## config.mk

```make
export PLATFORM = sky130hd
export DESIGN_NAME = nkbe_out
export DESIGN_NICKNAME = d
export VERILOG_FILES = /design/src/nkbe_pkg.sv /design/src/nkbe_out.sv
export SDC_FILE = /design/constraint.sdc
export NUM_CORES = 1
export LEC_CHECK = 0
export BUFFER_PORTS_ARGS = -buffer_cell sky130_fd_sc_hd__buf_2
export CORE_MARGIN = 2
export CORE_UTILIZATION = 30
export CTS_CLUSTER_DIAMETER = 30
export DETAILED_ROUTE_END_ITERATION = 10
export PLACE_DENSITY = 0.65
export REMOVE_ABC_BUFFERS = 1
export SYNTH_ARGS = -nofsm -noshare
export SYNTH_HDL_FRONTEND = slang
export SYNTH_SLANG_ARGS = --single-unit
```

## constraint.sdc

```tcl
create_clock -name clk -period 1.2 [get_ports clk]
set_input_delay 0.06 -clock clk [delete_from_list [all_inputs] [get_ports clk]]
set_output_delay 0.06 -clock clk [all_outputs]
set_load 0.005 [all_outputs]
```

## src/nkbe_pkg.sv

```systemverilog
package nkbe_pkg;

  localparam int unsigned WORD_W    = 32;
  localparam int unsigned RC_IDX_W  = 5;
  localparam int unsigned KEY_IDX_W = 2;

  typedef logic [WORD_W-1:0] word_t;
  typedef logic [3:0][WORD_W-1:0] state_t;
  typedef logic [7:0] rc_t;
  typedef logic [RC_IDX_W-1:0] rc_idx_t;

  typedef enum logic [KEY_IDX_W-1:0] {
    KEY_WORD0 = 2'd0,
    KEY_WORD1 = 2'd1,
    KEY_WORD2 = 2'd2,
    KEY_WORD3 = 2'd3
  } key_idx_t;

  function automatic rc_t round_const(input rc_idx_t idx);
    rc_t rc;
    case (idx)
      5'd0:    rc = 8'h80;
      5'd1:    rc = 8'h1b;
      5'd2:    rc = 8'h36;
      5'd3:    rc = 8'h6c;
      5'd4:    rc = 8'hd8;
      5'd5:    rc = 8'hab;
      5'd6:    rc = 8'h4d;
      5'd7:    rc = 8'h9a;
      5'd8:    rc = 8'h2f;
      5'd9:    rc = 8'h5e;
      5'd10:   rc = 8'hbc;
      5'd11:   rc = 8'h63;
      5'd12:   rc = 8'hc6;
      5'd13:   rc = 8'h97;
      5'd14:   rc = 8'h35;
      5'd15:   rc = 8'h6a;
      5'd16:   rc = 8'hd4;
      default: rc = 8'h00;
    endcase
    return rc;
  endfunction

  function automatic word_t rotl(input word_t v, input int unsigned n);
    return (v << n) | (v >> (WORD_W - n));
  endfunction

  function automatic state_t theta(input state_t s, input state_t k);
    state_t a;
    word_t t;
    a = s;
    t = a[0] ^ a[2];
    t = t ^ rotl(t, 8) ^ rotl(t, 24);
    a[1] = a[1] ^ t;
    a[3] = a[3] ^ t;
    a = a ^ k;
    t = a[1] ^ a[3];
    t = t ^ rotl(t, 8) ^ rotl(t, 24);
    a[0] = a[0] ^ t;
    a[2] = a[2] ^ t;
    return a;
  endfunction

  function automatic state_t gamma(input state_t s);
    state_t a;
    word_t sw;
    a = s;
    a[1] = a[1] ^ ~(a[3] | a[2]);
    a[0] = a[0] ^ (a[2] & a[1]);
    sw   = a[0];
    a[0] = a[3];
    a[3] = sw;
    a[2] = a[2] ^ a[0] ^ a[1] ^ a[3];
    a[1] = a[1] ^ ~(a[3] | a[2]);
    a[0] = a[0] ^ (a[2] & a[1]);
    return a;
  endfunction

  function automatic state_t add_rc(input state_t s, input rc_t rc);
    state_t a;
    a = s;
    a[0] = a[0] ^ {{(WORD_W-8){1'b0}}, rc};
    return a;
  endfunction

  function automatic state_t full_round(input state_t s, input state_t k, input rc_t rc);
    state_t a;
    a = theta(add_rc(s, rc), k);
    a[1] = rotl(a[1], 1);
    a[2] = rotl(a[2], 5);
    a[3] = rotl(a[3], 2);
    a = gamma(a);
    a[1] = rotl(a[1], 31);
    a[2] = rotl(a[2], 27);
    a[3] = rotl(a[3], 30);
    return a;
  endfunction

endpackage

```

## src/nkbe_out.sv

```systemverilog
module nkbe_out (
  input  logic             clk,
  input  logic             rst,
  input  logic             in_valid,
  input  nkbe_pkg::state_t in_state,
  input  nkbe_pkg::state_t key,
  input  nkbe_pkg::rc_t    rc,
  output logic             out_valid,
  output nkbe_pkg::state_t out_state
);

  // output step: constant and theta only
  always_ff @(posedge clk) begin
    if (rst) begin
      out_valid <= 1'b0;
    end else begin
      out_valid <= in_valid;
    end
  end

  always_ff @(posedge clk) begin
    out_state <= nkbe_pkg::theta(nkbe_pkg::add_rc(in_state, rc), key);
  end

endmodule

```

==> key figures <==
Status
  • Status: complete, no violations

Placed design
  • Area after DPL: 13340 um2
  • RD Place Congestion: 0.7620
  • Post-DP HPWL: 19.86 mm
  • PortBufs: 395

Floorplan
  • Die height: 185.4 um
  • Die extent in x: 185.4 um
  • Initial core utilization: between 30% and 40%
  • Total die area: approximately 34000 um2
  • # rows: 66
  • I/O pin count: just under 400
  • Core area: 32450 um2

Timing
  • Endpoints failing setup: 0
  • Hold Worst Slack: 0.05219 ns
  • Setup TNS Final: 0 ns
  • Peak Freq: 0.9996 GHz
  • Fin crit share: 83.37%
  • Worst-Margin Slew: roughly 0.35 ns
  • Hold Fails Final Rpt: 0
  • Fin crit period: ~1.0 ns
  • Slew HR: ~77%
  • Slew Limit Fails: 0
  • RSZ-0062 raised after global routing: no

Worst setup path
  • Top delay family on crit path: buffers and inverters
  • Top cell by count, worst path: dlygate4sd3_1
  • Max incr delay on CP: 0.55 ns
  • Crit-path slowest cell: dlygate4sd3_1
  • CP Max Fanout: 1
  • Cells along the critical path: dlygate4sd3_1, buf_2, nor2b_1, dlygate4sd3_1
  • Startpoint Class: input port
  • CP required: 1.55 ns
  • WP buf/inv: 3
  • CP endpoint kind: flop
  • Worst Path Arrival: 1.36 ns
  • Setup CP Type: in2reg

Route
  • Vias per cell: 3.864
  • Drc violations: 0
  • Routed WL per cell: ~15 um
  • Post-Route WL: 22.81 mm
  • First-pass DRT Iterations: 4
  • Initial detailed-routing violation count: 91
  • Antenna Nets Post-Route: 0
  • Via count: 5946

Clock tree
  • Reg clk slew, reported paths: ~0.06 ns
  • Post-CTS Hold Buffers: 2
  • CTS root buf: clkbuf_16
  • Clk sinks: approximately 130
  • Post-CTS setup buffers: 0
  • Clock tree buffer depth: 2
  • CTS tree: built
  • Clock buffer count from CTS: 17
  • CTS resizes: 0
  • H-tree lvl count: 4

GRT
  • First-pass GRT wire length: 33.35 mm
  • Initial antenna violation count: 2
  • Total GRT Usage: 13.24%
  • Largest net degree at the start of global routing: 17
  • Grt ovf: 0
  • Vias in the first global route: 6325

Min path
  • HP Start: key[111]
  • HP Class: in2reg
  • Hold Path Depth: 3
  • WHS Endpoint: out_state[111]$_DFF_P_

Synthesis
  • Syn Inst Count: 546
  • Synthesized cell area: about 10000 um2
  • Synth warn: 0
  • Post-synthesis sequential area ratio: 26.15%
  • Netlist cell types: 11
  • Number of synthesized register bits: 129
  • Mean Syn Cell Area: 18.09 um2

Power
  • Maximum VDD drop: 0.001040 V
  • Overall power: 24.77 mW
  • Power Dens Cells: 1768 nW/um2
  • Static Leak: between 7 and 8 nW

Final layout
  • Share of post-route cells with drive strength above 1: between 50% and 60%
  • Commonest non-fill, non-tap cell in the layout: buf_2
  • Post-Layout Inst Area: roughly 14000 um2
  • Synth-to-Final Area Change: 41.88%
  • Most frequent cells in the layout: 395 x buf_2, 160 x xnor3_1, 139 x xnor2_1, 129 x dfxtp_1, 119 x buf_4
  • Layout net count: roughly 1400

Run
  • Max Cap Violations: 0
[Yosys cell counts]
library cell  instances  area share [%]
xor3_4                1            0.28
xnor2_4              42              12
xor2_1                7            0.62
xor3_1               15             3.6
nor2b_1               1           0.063
xnor2_2              39             6.4
xor3_2                2            0.51
xnor2_1             139              12
xnor3_1             160              36
xor2_2               11             1.8
dfxtp_1             129              26
[sequential cells by signal, summed over array words and instances (netlist names)]
signal / flops
out_state: 128
out_valid: 1
[cells by family after synthesis]
kind of cell	share of synthesized area (%)
and+or+nand+nor	0.06340
DFF	26.15
xor gates and xnor gates	73.78
[layout make-up]
cell class,instances,area [um2]
Antenna cell,1,2.502
Clock buffer,19,452.9
Clock inverter,13,196.4
Fill cell,2963,18440
Multi-Input combinational cell,417,7292
Sequential cell,129,2582
Tap cell,442,553.0
Timing Repair Buffer,518,2930
[how the worst max path moves through the flow]
stage | cells past startpoint | end | startpoint | slack, ns
3_5_place_dp | 6 | out_state[20]$_DFF_P_ | in_state[52] | -0.23
6_report | 4 | out_valid$_SDFF_PP0_ | rst | 0.20
5_1_grt | 4 | out_valid$_SDFF_PP0_ | rst | 0.19
3_3_place_gp | 6 | out_state[84]$_DFF_P_ | in_state[52] | -0.22
4_1_cts | 1 | out_state[54] | out_state[54]$_DFF_P_ | 0.20
2_1_floorplan | 3 | out_state[103]$_DFF_P_ | rc[7] | 0.0007
[power breakdown]
group	internal (mW)	leakage, nW	switching [mW]
clock	3.64	0.312	2.16
sequential	6.50	1.09	0.568
combinational	7.52	5.99	4.38
[metal layers]
layer,GRT usage (%),wire length [um]
met4,3.587,280
met2,24.48,11920
met3,4.797,2008
met5,0,33
met1,14.11,8566
[per-stage QoR]
step / utilization, % / setup slack, ns / std cells
final: 43.17 / 0.1996 / 1539
after global routing: 43.16 / 0.1926 / 1538
after CTS: 43.16 / 0.1978 / 1538
after detailed placement: 41.10 / -0.2263 / 1504
after global placement: 41.10 / -0.2191 / 1504
after floorplan: - / 0.0006800 / 546
Note: power is estimated with default switching activity, not from simulation.
