## config.mk

```make
export PLATFORM = sky130hd
export DESIGN_NAME = nkbe_round
export DESIGN_NICKNAME = d
export VERILOG_FILES = /design/src/nkbe_pkg.sv /design/src/nkbe_round.sv
export SDC_FILE = /design/constraint.sdc
export NUM_CORES = 1
export LEC_CHECK = 0
export BUFFER_PORTS_ARGS = -buffer_cell sky130_fd_sc_hd__buf_2
export CAP_MARGIN = 20
export CORE_MARGIN = 1.5
export CORE_UTILIZATION = 30
export DETAILED_ROUTE_END_ITERATION = 6
export PLACE_DENSITY = 0.59
export SYNTH_ARGS = -nofsm -noshare
export SYNTH_HDL_FRONTEND = slang
export SYNTH_SLANG_ARGS = --single-unit
```

## constraint.sdc

```tcl
create_clock -name clk -period 10.05 [get_ports clk]
set_clock_uncertainty 0.05 [all_clocks]
set_input_delay 2.01 -clock clk [delete_from_list [all_inputs] [get_ports clk]]
set_output_delay 2.01 -clock clk [all_outputs]
set_load 0.005 [all_outputs]
```

## src/nkbe_pkg.sv

```systemverilog
package nkbe_pkg;

  localparam int unsigned WORD_W    = 32;
  localparam int unsigned RC_IDX_W  = 5;
  localparam int unsigned KEY_IDX_W = 2;

  typedef logic [WORD_W-1:0] word_t;
  typedef logic [3:0][WORD_W-1:0] state_t;
  typedef logic [7:0] rc_t;
  typedef logic [RC_IDX_W-1:0] rc_idx_t;

  typedef enum logic [KEY_IDX_W-1:0] {
    KEY_WORD0 = 2'd0,
    KEY_WORD1 = 2'd1,
    KEY_WORD2 = 2'd2,
    KEY_WORD3 = 2'd3
  } key_idx_t;

  function automatic rc_t round_const(input rc_idx_t idx);
    rc_t rc;
    case (idx)
      5'd0:    rc = 8'h80;
      5'd1:    rc = 8'h1b;
      5'd2:    rc = 8'h36;
      5'd3:    rc = 8'h6c;
      5'd4:    rc = 8'hd8;
      5'd5:    rc = 8'hab;
      5'd6:    rc = 8'h4d;
      5'd7:    rc = 8'h9a;
      5'd8:    rc = 8'h2f;
      5'd9:    rc = 8'h5e;
      5'd10:   rc = 8'hbc;
      5'd11:   rc = 8'h63;
      5'd12:   rc = 8'hc6;
      5'd13:   rc = 8'h97;
      5'd14:   rc = 8'h35;
      5'd15:   rc = 8'h6a;
      5'd16:   rc = 8'hd4;
      default: rc = 8'h00;
    endcase
    return rc;
  endfunction

  function automatic word_t rotl(input word_t v, input int unsigned n);
    return (v << n) | (v >> (WORD_W - n));
  endfunction

  function automatic state_t theta(input state_t s, input state_t k);
    state_t a;
    word_t t;
    a = s;
    t = a[0] ^ a[2];
    t = t ^ rotl(t, 8) ^ rotl(t, 24);
    a[1] = a[1] ^ t;
    a[3] = a[3] ^ t;
    a = a ^ k;
    t = a[1] ^ a[3];
    t = t ^ rotl(t, 8) ^ rotl(t, 24);
    a[0] = a[0] ^ t;
    a[2] = a[2] ^ t;
    return a;
  endfunction

  function automatic state_t gamma(input state_t s);
    state_t a;
    word_t sw;
    a = s;
    a[1] = a[1] ^ ~(a[3] | a[2]);
    a[0] = a[0] ^ (a[2] & a[1]);
    sw   = a[0];
    a[0] = a[3];
    a[3] = sw;
    a[2] = a[2] ^ a[0] ^ a[1] ^ a[3];
    a[1] = a[1] ^ ~(a[3] | a[2]);
    a[0] = a[0] ^ (a[2] & a[1]);
    return a;
  endfunction

  function automatic state_t add_rc(input state_t s, input rc_t rc);
    state_t a;
    a = s;
    a[0] = a[0] ^ {{(WORD_W-8){1'b0}}, rc};
    return a;
  endfunction

  function automatic state_t full_round(input state_t s, input state_t k, input rc_t rc);
    state_t a;
    a = theta(add_rc(s, rc), k);
    a[1] = rotl(a[1], 1);
    a[2] = rotl(a[2], 5);
    a[3] = rotl(a[3], 2);
    a = gamma(a);
    a[1] = rotl(a[1], 31);
    a[2] = rotl(a[2], 27);
    a[3] = rotl(a[3], 30);
    return a;
  endfunction

endpackage

```

## src/nkbe_round.sv

```systemverilog
module nkbe_round (
  input  logic            clk,
  input  logic            rst,
  input  logic            in_valid,
  input  nkbe_pkg::state_t in_state,
  input  nkbe_pkg::state_t key,
  input  nkbe_pkg::rc_t   rc,
  output logic            out_valid,
  output nkbe_pkg::state_t out_state
);

  always_ff @(posedge clk) begin
    if (rst) begin
      out_valid <= 1'b0;
    end else begin
      out_valid <= in_valid;
    end
  end

  always_ff @(posedge clk) begin
    out_state <= nkbe_pkg::full_round(in_state, key, rc);
  end

endmodule

```

==> tab_implementation.tex <==
\begin{tabular}{lr}
\hline
Metric & Value \\
\hline
\multicolumn{2}{l}{\textbf{Outcome}} \\
Run status & finished clean \\
\multicolumn{2}{l}{\textbf{Synth}} \\
Area of the mapped netlist & 10,700 um2 \\
Average instance area after synthesis & 10.9 um2 \\
Sequential cell area fraction in the yosys report & 0.241 \\
Warning count from the yosys run & 0 \\
Simple-gate share of the synthesized area & 0.0537 \\
Post-Synth XOR/XNOR Area & 0.634 \\
Post-synthesis mux area share & 0.0117 \\
Combinational family with the most area after synthesis & XOR/XNOR gates \\
Post-Syn Nets & 1,283 \\
Fraction of the mapped netlist area in adder cells & 0.0339 \\
Distinct cell type count after synthesis & 29 \\
Flop and latch count out of synthesis & between 100 and 150 \\
Compound-gate portion of the synthesized area & 0.0227 \\
Post-synthesis cell count & about 1,000 \\
\multicolumn{2}{l}{\textbf{Setup path}} \\
Critical path startpoint category & primary input \\
Crit path cell chain & buf\_2, xnor2\_1, xor2\_2, xor3\_2, xnor2\_1, ha\_1, xnor3\_1, xnor2\_1, nor2\_1, xnor2\_1 \\
Endpoint class of the critical path & flip-flop \\
Count of cell instances traversed by the critical path & 10 \\
Cell seen most often among critical-path stages & sky130\_fd\_sc\_hd\_\_xnor2\_1 \\
Type of the setup path with the least slack & primary input to flip-flop \\
Sum of buffers and inverters on the critical path & 1 \\
Max stage delay on crit path & between 600 and 700 ps \\
Maximum fanout along the worst path & 5 \\
Critical path's slowest cell & sky130\_fd\_sc\_hd\_\_xnor2\_1 \\
Endpoint required time on the critical path & a little over 10,000 ps \\
Critical path data arrival time & 5270 ps \\
Cell family contributing the most delay on the critical path & XOR/XNOR gates \\
\multicolumn{2}{l}{\textbf{Clock tree}} \\
Clock slew at reported path FFs & about 60 ps \\
CTS tree & built \\
Cts bufs inserted & 17 \\
\# clock sinks & approximately 130 \\
Max H-tree Level & 4 \\
Total setup buffers inserted after CTS & 0 \\
Cell at the root of the clock tree & sky130\_fd\_sc\_hd\_\_clkbuf\_16 \\
Quantity of gates resized following cts & 0 \\
Longest Clk Path Bufs & 2 \\
Count of hold-fix buffers inserted at cts & 0 \\
\multicolumn{2}{l}{\textbf{Pwr}} \\
Pwr/cell area & roughly 430 nW/um2 \\
Maximum vdd ir drop & 0.125 mV \\
Cell leakage power & 6.27 nW \\
Total design power & about 6 mW \\
\multicolumn{2}{l}{\textbf{Timing}} \\
Final setup viols & 0 \\
Total Neg Setup Slack & 0 ps \\
Unrepaired setup endpoints after global routing & false \\
Slew at the pin with the worst max-slew slack & 965 ps \\
Crit share post-route & 0.499 \\
Count of pins over their slew limit & 0 \\
Post-layout minimum cycle time & roughly 5000 ps \\
Fmax & approximately 200 MHz \\
Relative max-transition margin & 0.352 \\
Hold Violations, Final & 0 \\
\multicolumn{2}{l}{\textbf{Route}} \\
First-iteration detailed-routing DRC count & 187 \\
Routed Wire Length & 33.3 mm \\
Average wire per standard cell & between 15 and 20 um \\
Number of antenna-violating nets in the routed design & 0 \\
Number of remaining DRC errors & 0 \\
Via-to-Cell Ratio & 4.16 \\
Via count & between 7,000 and 8,000 \\
First-pass iteration count of the detailed router & 4 \\
\multicolumn{2}{l}{\textbf{Hold path}} \\
Hold Path Depth & 2 \\
Endpoint of the worst hold path & out\_valid \\
Worst Min Path Start & rst \\
Worst min-delay path category & primary input to flip-flop \\
\multicolumn{2}{l}{\textbf{Final layout}} \\
Filler cells & $\sim$3,600 \\
Finished layout cell area & approximately 14,000 um2 \\
Layout area overhead & 30.4\% \\
Most frequent cells in the layout & 395 x sky130\_fd\_sc\_hd\_\_buf\_2, 380 x sky130\_fd\_sc\_hd\_\_xnor2\_1, 163 x sky130\_fd\_sc\_hd\_\_xor2\_1 \\
Number of antenna diodes & 0 \\
Commonest non-fill, non-tap cell in the layout & sky130\_fd\_sc\_hd\_\_buf\_2 \\
Final net count & 1,698 \\
Non-Filler Instances & around 1,900 \\
Share of final-layout standard cells stronger than drive strength 1 & 0.347 \\
Final core utilization & 0.395 \\
\multicolumn{2}{l}{\textbf{Floorplanning}} \\
Floorplan die width & approximately 190 um \\
Starting density of the core & 0.303 \\
Number of placed I/O pins & 396 \\
Core footprint & $\sim$35,000 um2 \\
Floorplan die height & about 190 um \\
Die area & 36,900 um2 \\
Cell Rows & a little under 70 \\
\multicolumn{2}{l}{\textbf{Global route}} \\
Antenna violations before repair & 0 \\
Number of global-route vias before repair & 7,944 \\
Residual overflow from global routing & 0 \\
Overall global routing resource usage & 0.181 \\
Largest net degree at the start of global routing & 17 \\
First-pass GRT wire length & 47.0 mm \\
\multicolumn{2}{l}{\textbf{Placed design}} \\
\# placed instances & about 1,800 \\
Placer Congestion & between 0.8 and 0.9 \\
DP Wirelength & between 20 and 30 mm \\
Post-detailed-placement cell area & 13,300 um2 \\
Number of port buffers & $\sim$400 \\
\multicolumn{2}{l}{\textbf{Run}} \\
Maxcap violations & 0 \\
\hline
\end{tabular}
report_power, final:
part | switching [mW] | total, mW | internal [mW]
combinational | 2.19 | 4.33 | 2.14
clock | 0.254 | 0.741 | 0.487
sequential | 0.0769 | 0.952 | 0.875
flip-flops by register name (all words and copies together), names as in the netlist:
register and flops:
out_state 128, out_valid 1
routing by layer:
| metal | global-route usage | wire length [um] | vias to the layer above |
|---|---|---|---|
| li1 | - | - | 3953 |
| met4 | 0.0477 | 482 | 0 |
| met5 | 0 | 0 | - |
| met1 | 0.225 | 14600 | 3609 |
| met2 | 0.319 | 16700 | 226 |
| met3 | 0.0311 | 1490 | 23 |
cell type report:
type                    instances  area, um2  share of cell area
multi-input cells             850       8100               0.580
flip-flops and latches        129       2580               0.185
repair buffers                396       1980               0.142
well taps                     461        577              0.0413
clock buffers                  20        467              0.0334
clock inverters                12        228              0.0163
inverters                       8       30.0             0.00215
synth_stat cells:
cell,number,area share
sky130_fd_sc_hd__and2b_2,1,0.00082
sky130_fd_sc_hd__ha_1,29,0.034
sky130_fd_sc_hd__nor2b_1,28,0.016
sky130_fd_sc_hd__xnor2_4,6,0.015
sky130_fd_sc_hd__a2bb2oi_1,1,0.00082
sky130_fd_sc_hd__nand2b_1,6,0.0035
sky130_fd_sc_hd__mux2i_1,8,0.0075
sky130_fd_sc_hd__xor3_1,7,0.016
sky130_fd_sc_hd__xnor2_1,380,0.31
sky130_fd_sc_hd__or2_2,1,0.00058
sky130_fd_sc_hd__xor2_1,163,0.13
sky130_fd_sc_hd__xnor2_2,28,0.043
sky130_fd_sc_hd__mux2_2,4,0.0042
sky130_fd_sc_hd__nand2_1,14,0.0049
sky130_fd_sc_hd__xnor3_2,3,0.0067
sky130_fd_sc_hd__inv_1,8,0.0028
sky130_fd_sc_hd__xor3_4,1,0.0026
sky130_fd_sc_hd__o21a_1,1,0.00070
sky130_fd_sc_hd__and2_1,3,0.0018
sky130_fd_sc_hd__xnor3_1,37,0.078
sky130_fd_sc_hd__a21o_1,3,0.0021
sky130_fd_sc_hd__a21oi_1,7,0.0033
sky130_fd_sc_hd__nor2_1,72,0.025
sky130_fd_sc_hd__o21ai_0,5,0.0023
sky130_fd_sc_hd__nor2_2,1,0.00058
sky130_fd_sc_hd__xor2_2,15,0.023
sky130_fd_sc_hd__o22ai_1,23,0.013
sky130_fd_sc_hd__dfxtp_1,129,0.24
sky130_fd_sc_hd__xor3_2,3,0.0070
stage by stage:
step | hold slack (ps) | setup slack, ps
after floorplan | 2030 | 5400
after global placement | 2110 | 4630
after detailed placement | 2120 | 4590
after CTS | 1650 | 5030
after global routing | 1670 | 4900
final | 1680 | 5040
how the worst max path moves through the flow:
stage | slack (ps) | startpoint | to
2_1_floorplan | 5400 | in_state[106] | out_state[7]
3_3_place_gp | 4630 | in_state[106] | out_state[7]
3_5_place_dp | 4590 | in_state[106] | out_state[7]
4_1_cts | 5030 | in_state[106] | out_state[7]
5_1_grt | 4900 | in_state[106] | out_state[7]
6_report | 5040 | in_state[106] | out_state[7]
cells by family (layout without fill, tap and decap cells):
group / count (synthesis) / in the layout
compound gates: 40 / 40
xor+xnor: 643 / 643
fa+ha+maj: 29 / 29
buf+inv: 8 / 436
flops: 129 / 129
mux: 12 / 12
simple gates: 126 / 126
No activity file was read; power rests on OpenSTA's default activity.
